$ cat config.mk
export PLATFORM = sky130hd
export DESIGN_NAME = byte_stuffed_frame_decoder_crc16
export DESIGN_NICKNAME = d
export VERILOG_FILES = /design/src/sv/bsfd_pkg.sv /design/src/sv/bsfd_in_stage.sv /design/src/sv/bsfd_core.sv /design/src/sv/bsfd_out_stage.sv /design/src/sv/byte_stuffed_frame_decoder_crc16.sv
export SDC_FILE = /design/constraint.sdc
export NUM_CORES = 1
export LEC_CHECK = 0
export BUFFER_PORTS_ARGS = -buffer_cell sky130_fd_sc_hd__buf_2
export CORE_UTILIZATION = 49
export DETAILED_ROUTE_END_ITERATION = 16
export GPL_TIMING_DRIVEN = 0
export PLACE_DENSITY = 0.68
export SLEW_MARGIN = 30
export SYNTH_ARGS = -nofsm -noshare
export SYNTH_HDL_FRONTEND = slang
export SYNTH_SLANG_ARGS = --single-unit
$ cat constraint.sdc
create_clock -name clk -period 6.2 [get_ports clk]
set_input_delay 0.31 -clock clk [delete_from_list [all_inputs] [get_ports clk]]
set_output_delay 0.31 -clock clk [all_outputs]
set_load 0.02 [all_outputs]
$ cat src/sv/bsfd_pkg.sv
// Shared types, constants and functions for the byte-stuffed frame decoder.
package bsfd_pkg;

  localparam int unsigned FRAME_OVERHEAD = 7;
  localparam int unsigned HEADER_BYTES   = 4;
  localparam int unsigned CRC_BYTES      = 2;
  localparam int unsigned CNT_W          = 17;
  localparam logic [CNT_W-1:0] COUNT_MAX = '1;
  localparam logic [15:0] CRC_POLY_REFL  = 16'hA001;

  localparam int unsigned CFG_ADDR_W  = 2;
  localparam int unsigned CFG_DATA_W  = 16;
  localparam int unsigned IN_TDATA_W  = 8;
  localparam int unsigned OUT_TDATA_W = 48;

  localparam logic [7:0]  RST_END_FLAG    = 8'd126;
  localparam logic [7:0]  RST_ESCAPE      = 8'd125;
  localparam logic [7:0]  RST_XOR_MASK    = 8'd32;
  localparam logic [15:0] RST_MAX_PAYLOAD = 16'd4096;

  localparam logic KIND_PAYLOAD = 1'b0;
  localparam logic KIND_STATUS  = 1'b1;

  typedef enum logic [2:0] {
    ST_OK           = 3'd0,
    ST_TOO_SHORT    = 3'd1,
    ST_OVER_MAX     = 3'd2,
    ST_OVER_FRAME   = 3'd3,
    ST_CRC_INCOMPL  = 3'd4,
    ST_CRC_MISMATCH = 3'd5
  } status_t;

  typedef enum logic [CFG_ADDR_W-1:0] {
    CFG_END_FLAG    = 2'd0,
    CFG_ESCAPE      = 2'd1,
    CFG_XOR_MASK    = 2'd2,
    CFG_MAX_PAYLOAD = 2'd3
  } cfg_idx_t;

  // One received byte held in the input register.
  typedef struct packed {
    logic       valid;
    logic [7:0] rx_byte;
    logic       restart;
  } item_t;

  // One result item.
  typedef struct packed {
    logic        kind;
    logic [7:0]  payload_byte;
    logic [7:0]  source_address;
    logic [7:0]  remote_address;
    logic [15:0] frame_length;
    status_t     status;
    logic        last;
  } result_t;

  // CRC-16/ARC update for one byte, reflected form.
  function automatic logic [15:0] crc16_byte(input logic [15:0] crc, input logic [7:0] data);
    logic [15:0] c;
    c = crc ^ {8'h00, data};
    for (int i = 0; i < 8; i++) begin
      if (c[0]) begin
        c = (c >> 1) ^ CRC_POLY_REFL;
      end else begin
        c = c >> 1;
      end
    end
    return c;
  endfunction

  function automatic logic [CNT_W-1:0] sat_inc(input logic [CNT_W-1:0] v);
    return (v == COUNT_MAX) ? COUNT_MAX : v + 1'b1;
  endfunction

endpackage

$ cat src/sv/bsfd_in_stage.sv
// Input register that holds one received byte until the decoder takes it.
module bsfd_in_stage (
  input  logic                  clk,
  input  logic                  rst_n,
  input  logic                  in_tvalid,
  output logic                  in_tready,
  input  logic [7:0]            in_tdata,
  input  logic                  in_tuser,
  input  logic                  advance,
  output bsfd_pkg::item_t       item
);

  logic       valid_r;
  logic [7:0] byte_r;
  logic       restart_r;

  assign in_tready = !valid_r || advance;

  always_ff @(posedge clk) begin
    if (!rst_n) begin
      valid_r <= 1'b0;
    end else if (in_tvalid && in_tready) begin
      valid_r <= 1'b1;
    end else if (advance) begin
      valid_r <= 1'b0;
    end
  end

  always_ff @(posedge clk) begin
    if (in_tvalid && in_tready) begin
      byte_r    <= in_tdata;
      restart_r <= in_tuser;
    end
  end

  assign item.valid   = valid_r;
  assign item.rx_byte = byte_r;
  assign item.restart = restart_r;

endmodule

$ cat src/sv/bsfd_core.sv
// Frame state, configuration registers and the per-byte decode logic.
module bsfd_core (
  input  logic                              clk,
  input  logic                              rst_n,
  input  logic                              cfg_we,
  input  logic [bsfd_pkg::CFG_ADDR_W-1:0]   cfg_addr,
  input  logic [bsfd_pkg::CFG_DATA_W-1:0]   cfg_wdata,
  input  bsfd_pkg::item_t                   item,
  input  logic                              step,
  output logic                              res_valid,
  output bsfd_pkg::result_t                 res
);

  logic [7:0]  end_flag_r;
  logic [7:0]  escape_r;
  logic [7:0]  xor_mask_r;
  logic [15:0] max_payload_r;

  logic                       hunting_r, hunting_nxt;
  logic                       esc_pend_r, esc_pend_nxt;
  logic [bsfd_pkg::CNT_W-1:0] raw_cnt_r, raw_cnt_nxt;
  logic [bsfd_pkg::CNT_W-1:0] dec_cnt_r, dec_cnt_nxt;
  logic [7:0]                 source_r, source_nxt;
  logic [7:0]                 remote_r, remote_nxt;
  logic [15:0]                length_r, length_nxt;
  logic [15:0]                run_crc_r, run_crc_nxt;
  logic [15:0]                rx_crc_r, rx_crc_nxt;

  logic [bsfd_pkg::CNT_W-1:0] raw_inc;
  logic [bsfd_pkg::CNT_W-1:0] raw_room;
  logic [bsfd_pkg::CNT_W:0]   need_cnt;
  logic [bsfd_pkg::CNT_W-1:0] pay_idx;
  logic [bsfd_pkg::CNT_W-1:0] len_ext;
  bsfd_pkg::status_t          close_st;
  logic                       dec_take;
  logic [7:0]                 dec_byte;

  always_ff @(posedge clk) begin
    if (!rst_n) begin
      end_flag_r    <= bsfd_pkg::RST_END_FLAG;
      escape_r      <= bsfd_pkg::RST_ESCAPE;
      xor_mask_r    <= bsfd_pkg::RST_XOR_MASK;
      max_payload_r <= bsfd_pkg::RST_MAX_PAYLOAD;
    end else if (cfg_we) begin
      unique case (bsfd_pkg::cfg_idx_t'(cfg_addr))
        bsfd_pkg::CFG_END_FLAG:    end_flag_r    <= cfg_wdata[7:0];
        bsfd_pkg::CFG_ESCAPE:      escape_r      <= cfg_wdata[7:0];
        bsfd_pkg::CFG_XOR_MASK:    xor_mask_r    <= cfg_wdata[7:0];
        bsfd_pkg::CFG_MAX_PAYLOAD: max_payload_r <= cfg_wdata;
        default:                   ;
      endcase
    end
  end

  // Frame checks, taken in priority order at the closing flag.
  assign raw_inc  = bsfd_pkg::sat_inc(raw_cnt_r);
  assign raw_room = raw_inc - bsfd_pkg::CNT_W'(bsfd_pkg::FRAME_OVERHEAD);
  assign len_ext  = {1'b0, length_r};
  assign need_cnt = (bsfd_pkg::CNT_W + 1)'(bsfd_pkg::HEADER_BYTES + bsfd_pkg::CRC_BYTES)
                    + {2'b00, length_r};
  assign pay_idx  = dec_cnt_r - bsfd_pkg::CNT_W'(bsfd_pkg::HEADER_BYTES);

  always_comb begin
    if (raw_inc < bsfd_pkg::CNT_W'(bsfd_pkg::FRAME_OVERHEAD) ||
        dec_cnt_r < bsfd_pkg::CNT_W'(bsfd_pkg::HEADER_BYTES)) begin
      close_st = bsfd_pkg::ST_TOO_SHORT;
    end else if (length_r > max_payload_r) begin
      close_st = bsfd_pkg::ST_OVER_MAX;
    end else if (len_ext > raw_room) begin
      close_st = bsfd_pkg::ST_OVER_FRAME;
    end else if ({1'b0, dec_cnt_r} < need_cnt) begin
      close_st = bsfd_pkg::ST_CRC_INCOMPL;
    end else if (rx_crc_r != run_crc_r) begin
      close_st = bsfd_pkg::ST_CRC_MISMATCH;
    end else begin
      close_st = bsfd_pkg::ST_OK;
    end
  end

  always_comb begin
    hunting_nxt  = hunting_r;
    esc_pend_nxt = esc_pend_r;
    raw_cnt_nxt  = raw_cnt_r;
    dec_cnt_nxt  = dec_cnt_r;
    source_nxt   = source_r;
    remote_nxt   = remote_r;
    length_nxt   = length_r;
    run_crc_nxt  = run_crc_r;
    rx_crc_nxt   = rx_crc_r;
    res_valid    = 1'b0;
    res          = '0;
    dec_take     = 1'b0;
    dec_byte     = item.rx_byte;

    if (item.valid) begin
      if (item.restart || hunting_r) begin
        // Hunting: only a flag matters, and it opens a fresh frame.
        if (item.rx_byte == end_flag_r) begin
          hunting_nxt = 1'b0;
        end else begin
          hunting_nxt = 1'b1;
        end
        esc_pend_nxt = 1'b0;
        raw_cnt_nxt  = '0;
        dec_cnt_nxt  = '0;
        source_nxt   = '0;
        remote_nxt   = '0;
        length_nxt   = '0;
        run_crc_nxt  = '0;
        rx_crc_nxt   = '0;
      end else begin
        raw_cnt_nxt = raw_inc;
        if (item.rx_byte == end_flag_r) begin
          // A flag always closes the frame, even right after an escape.
          res_valid          = 1'b1;
          res.kind           = bsfd_pkg::KIND_STATUS;
          res.source_address = source_r;
          res.remote_address = remote_r;
          res.frame_length   = length_r;
          res.status         = close_st;
          res.last           = 1'b1;
          esc_pend_nxt = 1'b0;
          raw_cnt_nxt  = '0;
          dec_cnt_nxt  = '0;
          source_nxt   = '0;
          remote_nxt   = '0;
          length_nxt   = '0;
          run_crc_nxt  = '0;
          rx_crc_nxt   = '0;
        end else if (esc_pend_r) begin
          esc_pend_nxt = 1'b0;
          dec_take     = 1'b1;
          dec_byte     = item.rx_byte ^ xor_mask_r;
        end else if (item.rx_byte == escape_r) begin
          esc_pend_nxt = 1'b1;
        end else begin
          dec_take = 1'b1;
        end
      end

      if (dec_take) begin
        dec_cnt_nxt = bsfd_pkg::sat_inc(dec_cnt_r);
        priority if (dec_cnt_r == bsfd_pkg::CNT_W'(0)) begin
          source_nxt = dec_byte;
        end else if (dec_cnt_r == bsfd_pkg::CNT_W'(1)) begin
          remote_nxt = dec_byte;
        end else if (dec_cnt_r == bsfd_pkg::CNT_W'(2)) begin
          length_nxt = {length_r[15:8], dec_byte};
        end else if (dec_cnt_r == bsfd_pkg::CNT_W'(3)) begin
          length_nxt = {dec_byte, length_r[7:0]};
        end else if (pay_idx < len_ext) begin
          run_crc_nxt = bsfd_pkg::crc16_byte(run_crc_r, dec_byte);
          // An oversized frame is still checked but its payload is withheld.
          if (length_r <= max_payload_r) begin
            res_valid        = 1'b1;
            res.kind         = bsfd_pkg::KIND_PAYLOAD;
            res.payload_byte = dec_byte;
          end
        end else if (pay_idx == len_ext) begin
          rx_crc_nxt = {dec_byte, rx_crc_r[7:0]};
        end else if (pay_idx == len_ext + 1'b1) begin
          rx_crc_nxt = {rx_crc_r[15:8], dec_byte};
        end else begin
          // Bytes after the CRC only count.
        end
      end
    end
  end

  always_ff @(posedge clk) begin
    if (!rst_n) begin
      hunting_r  <= 1'b1;
      esc_pend_r <= 1'b0;
      raw_cnt_r  <= '0;
      dec_cnt_r  <= '0;
      source_r   <= '0;
      remote_r   <= '0;
      length_r   <= '0;
      run_crc_r  <= '0;
      rx_crc_r   <= '0;
    end else if (step) begin
      hunting_r  <= hunting_nxt;
      esc_pend_r <= esc_pend_nxt;
      raw_cnt_r  <= raw_cnt_nxt;
      dec_cnt_r  <= dec_cnt_nxt;
      source_r   <= source_nxt;
      remote_r   <= remote_nxt;
      length_r   <= length_nxt;
      run_crc_r  <= run_crc_nxt;
      rx_crc_r   <= rx_crc_nxt;
    end
  end

endmodule

$ cat src/sv/bsfd_out_stage.sv
// Result register that holds one result item until the sink takes it.
module bsfd_out_stage (
  input  logic                 clk,
  input  logic                 rst_n,
  input  logic                 load,
  input  bsfd_pkg::result_t    res,
  output logic                 free,
  output logic                 out_tvalid,
  input  logic                 out_tready,
  output bsfd_pkg::result_t    out_res
);

  logic              valid_r;
  bsfd_pkg::result_t data_r;

  assign free = !valid_r || out_tready;

  always_ff @(posedge clk) begin
    if (!rst_n) begin
      valid_r <= 1'b0;
    end else if (load) begin
      valid_r <= 1'b1;
    end else if (out_tready) begin
      valid_r <= 1'b0;
    end
  end

  always_ff @(posedge clk) begin
    if (load) begin
      data_r <= res;
    end
  end

  assign out_tvalid = valid_r;
  assign out_res    = data_r;

endmodule

$ cat src/sv/byte_stuffed_frame_decoder_crc16.sv
// Top level of the byte-stuffed frame decoder with CRC-16/ARC check.
//
//   Channel | Direction | Handshake            | Contents
//   --------+-----------+----------------------+------------------------------------------
//   in_     | sink      | in_tvalid/in_tready  | one raw byte, restart flag in tuser
//   out_    | source    | out_tvalid/out_tready| payload byte or end-of-frame status item
//   cfg_    | sink      | cfg_we               | flag, escape, escape mask, max payload
//
// Each item passes through an input register, combinational decode logic and a
// result register, so the block takes one item per cycle when the sink keeps
// out_tready high. The longest path is the eight-step CRC byte update and the
// frame-length compares that feed the result register.
// An accepted item is held in the input register; its result shows on out_tvalid
// once the result register loads it, and stays there until the sink takes it.
// Reset is synchronous and active low; it empties both registers, sets the
// configuration to its defaults and starts the decoder hunting for a flag.
// When the result register is full and not taken, the input register holds
// its item and in_tready drops; items that produce no result still move on.
module byte_stuffed_frame_decoder_crc16 (
  input  logic                                clk,
  input  logic                                rst_n,
  // Input item: in_tdata[7:0] rx_byte.
  input  logic                                in_tvalid,
  output logic                                in_tready,
  input  logic [bsfd_pkg::IN_TDATA_W-1:0]     in_tdata,
  // in_tuser[0] restart.
  input  logic                                in_tuser,
  // Result item: out_tdata[7:0] payload_byte, [15:8] source_address,
  // [23:16] remote_address, [39:24] frame_length, [42:40] status,
  // [47:43] zero fill.
  output logic                                out_tvalid,
  input  logic                                out_tready,
  output logic [bsfd_pkg::OUT_TDATA_W-1:0]    out_tdata,
  // out_tuser[0] kind: 0 payload byte, 1 end-of-frame status.
  output logic                                out_tuser,
  output logic                                out_tlast,
  // Configuration write port.
  input  logic                                cfg_we,
  input  logic [bsfd_pkg::CFG_ADDR_W-1:0]     cfg_addr,
  input  logic [bsfd_pkg::CFG_DATA_W-1:0]     cfg_wdata
);

  bsfd_pkg::item_t   item;
  bsfd_pkg::result_t res;
  bsfd_pkg::result_t out_res;
  logic              res_valid;
  logic              out_free;
  logic              advance;

  // The held item moves on when it makes no result or the result slot is free.
  assign advance = item.valid && (!res_valid || out_free);

  bsfd_in_stage u_in (
    .clk       (clk),
    .rst_n     (rst_n),
    .in_tvalid (in_tvalid),
    .in_tready (in_tready),
    .in_tdata  (in_tdata),
    .in_tuser  (in_tuser),
    .advance   (advance),
    .item      (item)
  );

  bsfd_core u_core (
    .clk       (clk),
    .rst_n     (rst_n),
    .cfg_we    (cfg_we),
    .cfg_addr  (cfg_addr),
    .cfg_wdata (cfg_wdata),
    .item      (item),
    .step      (advance),
    .res_valid (res_valid),
    .res       (res)
  );

  bsfd_out_stage u_out (
    .clk        (clk),
    .rst_n      (rst_n),
    .load       (advance && res_valid),
    .res        (res),
    .free       (out_free),
    .out_tvalid (out_tvalid),
    .out_tready (out_tready),
    .out_res    (out_res)
  );

  assign out_tdata = {5'b00000, out_res.status, out_res.frame_length,
                      out_res.remote_address, out_res.source_address,
                      out_res.payload_byte};
  assign out_tuser = out_res.kind;
  assign out_tlast = out_res.last;

endmodule

==> out/qor.txt <==
Status = finished, final reports clean
Post-DR vias/cell = 5.769
Adder-Cell Fraction of Synth Area = 7.913%
Simple-gate share of the synthesized area = 21.76%
WS Path Type = reg2reg
Final setup violating endpoints = 0
Post-route ant nets = 0
Initial core utilization = 50.60%
Layout Nets = 1576
Lkg Pwr = 0.005099 uW
Clock Skew = 15.41 ps
Post-synth top area share = 23.65%
Commonest non-fill, non-tap cells in the layout = nand2_1, dfxtp_1, nor2_1
Area Growth Syn to Fin = 11.81%
Max clock buf depth = 2
CORE AREA = 0.02375 mm2
Mean Syn Cell Area = 8.791 um2
Post-CTS sizing = 0
CP max FO = 10
Clk_lat worst skew = 440 ps
Htree depth = 4
Die Ht = 158.6 um
Fmax = 177.0 MHz
Worst EP required = 6340 ps
Crit path DAT = 5790 ps
Post-synth EDFFs = 54
Pre-Repair DR Iteration Count = 6
Startpoint types = flop
Initial antenna violation count = 0
Final hold violation count = 0
DR iter-0 viols = 948
Area leader, netlist = dfxtp_1
RSZ-0062 raised after global routing = no
Yosys cell types = 87
Vias in the first global route = 9610
Design area = 0.01344 mm2
Max_slew headroom = 40.58%
Main combinational cell family by area after synthesis = simple AND/OR/NAND/NOR gates
Post-synthesis cell count = 1367
Clk sinks = 196
Seq cells post-synth = 196
Routed len/inst = 18.07 um
Fillers = 2188
DRC Markers = 0
Synth Area in Compound Gates = 16.31%
Crit Reg-Reg Startpoint = u_core.raw_cnt_r[0]
Most area-consuming cells after synthesis = dfxtp_1, edfxtp_1, ha_1, xnor2_1, nand2_1
Total die area = 0.02516 mm2
Power Dens Cells = 202.7 mW/mm2
N_diodes = 0
DRT Wirelength = 32.53 mm
Grt ovf = 0
Period utilization = 91.13%
Largest net degree at the start of global routing = 46
Detailed-route via count = 10380
Die X = 158.6 um
Least-Margin Pin Slew = 891.3 ps
CTS tree = built
Hpwl dp = 24.79 mm
Cell Area, Synth = 0.01202 mm2
Row cnt = 56
Hold_sp = in_tdata[2]
Share of cells above drive strength 1 = 12.96%
Clock slew seen by the registers of the worst setup and hold paths = 90 ps
Fin cells = 1800
GPL Wtd Cong = 0.9323
Post-synthesis sequential area ratio = 37.15%
Async SR Flop Fraction = 0%
Setup bufs post-CTS = 0
VDD IR max = 0.1709 mV
Max-cap violations = 0
Hold Crit Class = in2reg
Hold slack = 35.05 ps
Most used flip-flop cell after synthesis = dfxtp_1
Yosys warns = 0
Boundary Pins = 84
Clk root buf = clkbuf_16
Mux cell area share after synthesis = 0.4164%
Dpl cell area = 0.01283 mm2
Tot GR Track Use = 26.56%
Placed cell count = 1768
IO Port Bufs = 77
Inserted Clock Buffers = 17
Post-Synth XOR/XNOR Area = 11.79%
Endpoint class of the critical path = flop
Most common cell after layout, fill and taps aside = nand2_1
Final worst path period need = 5650 ps
Count of hold-fix buffers inserted at cts = 0
Fin. max-slew vios = 0
Global-route wire length before repair = 50.94 mm
Crit path from = u_core.raw_cnt_r[0]
-- area by class of cell --
class	instances	area (um2)	area share (%)
Buffer	79	369.1	2.747
Multi-Input combinational cell	1046	7020	52.25
Tap cell	319	399.1	2.970
Clock buffer	17	425.4	3.166
Clock inverter	15	180.2	1.341
Sequential cell	196	4464	33.22
Inverter	50	187.7	1.397
Timing Repair Buffer	78	390.4	2.905
-- worst paths after layout --
check	slack (ps)	depth (start not counted)	endpoint
max	550	22	u_out.out_res[3]
min reg2reg	460	2	u_core.max_payload_r[2]
max reg2reg	550	22	u_out.out_res[3]
min	40	1	u_in.byte_r[2]
-- registers in the layout, indices dropped and copies added (netlist names), 8 cells and up --
name                  count
u_core.max_payload_r     16
u_core.run_crc_r         16
u_core.end_flag_r         8
u_core.raw_cnt_r         17
u_core.source_r           8
u_core.dec_cnt_r         17
u_core.length_r          16
u_core.escape_r           8
u_core.xor_mask_r         8
u_out.out_res            45
u_core.remote_r           8
u_core.rx_crc_r          16
u_in.byte_r               8
-- where the power goes --
| part | internal, uW | switching, uW | leakage, uW |
|---|---|---|---|
| Clock | 549 | 576 | 0.000290 |
| Sequential | 1330 | 11.0 | 0.00159 |
| Combinational | 98.8 | 163 | 0.00322 |
-- metal layers --
layer	global-route usage [%]	vias to the layer above	share of wire (%)
met5	0	-	0
met2	41.79	374	44
li1	-	5040	-
met4	9.158	0	2.2
met1	36.67	4923	46
met3	4.491	47	7.1
-- cell usage after synthesis (all sizes together), types with 4 or more instances --
library cell	number
nor3	29
a211oi	19
edfxtp	54
xnor2	83
nor4	17
o21a	10
buf	36
nor2	144
o211ai	11
or3	9
a31oi	7
o21ai	49
clkbuf	43
a22oi	50
nand3b	7
and2	24
or2	11
xor2	44
nand3	46
nand2	152
and3	16
nand2b	16
a21o	13
a21oi	90
a311oi	8
dfxtp	142
nand4	27
o31ai	7
or4	6
inv	49
xnor3	11
mux2i	5
nor2b	7
ha	76
o2bb2ai	4
-- worst max-delay path, stage by stage (launching register included) --
cell and delay (ps):
dfxtp_1 360, ha_1 280, nand2_1 180, nor3_2 140
nand3_1 160, clkbuf_1 370, nand2b_1 140, ha_1 240
nand2_1 60, nand2_1 80, or3_1 350, nor4_1 590
nor2b_1 240, xnor2_1 130, nor2_1 50, ha_1 300
and4_1 220, nand2_1 80, nor4_1 330, nor2_1 70
o211ai_1 180, nand2_1 90, nor4b_1 680
-- metrics by stage --
step / setup WS (ps) / TNS, ps / power (uW) / util, %
6_report: 550.1 / 0 / 2724 / 56.57
5_1_grt: 27.76 / 0 / 2815 / 56.57
4_1_cts: 662.0 / 0 / 2734 / 56.57
3_5_place_dp: 691.5 / 0 / 1624 / 54.02
3_3_place_gp: -240.3 / -10650 / 1621 / 53.96
2_1_floorplan: 1422 / 0 / 1552 / -
-- cell families after synthesis --
logic type,Yosys count
AND/OR/NAND/NOR,526
XOR/XNOR,139
multiplexers,5
other,1
flip-flops,196
AO/OA/AOI/OAI,295
buffers and inverters,129
adder cells (fa/ha/maj),76
Power figures use the tool's default switching activity.
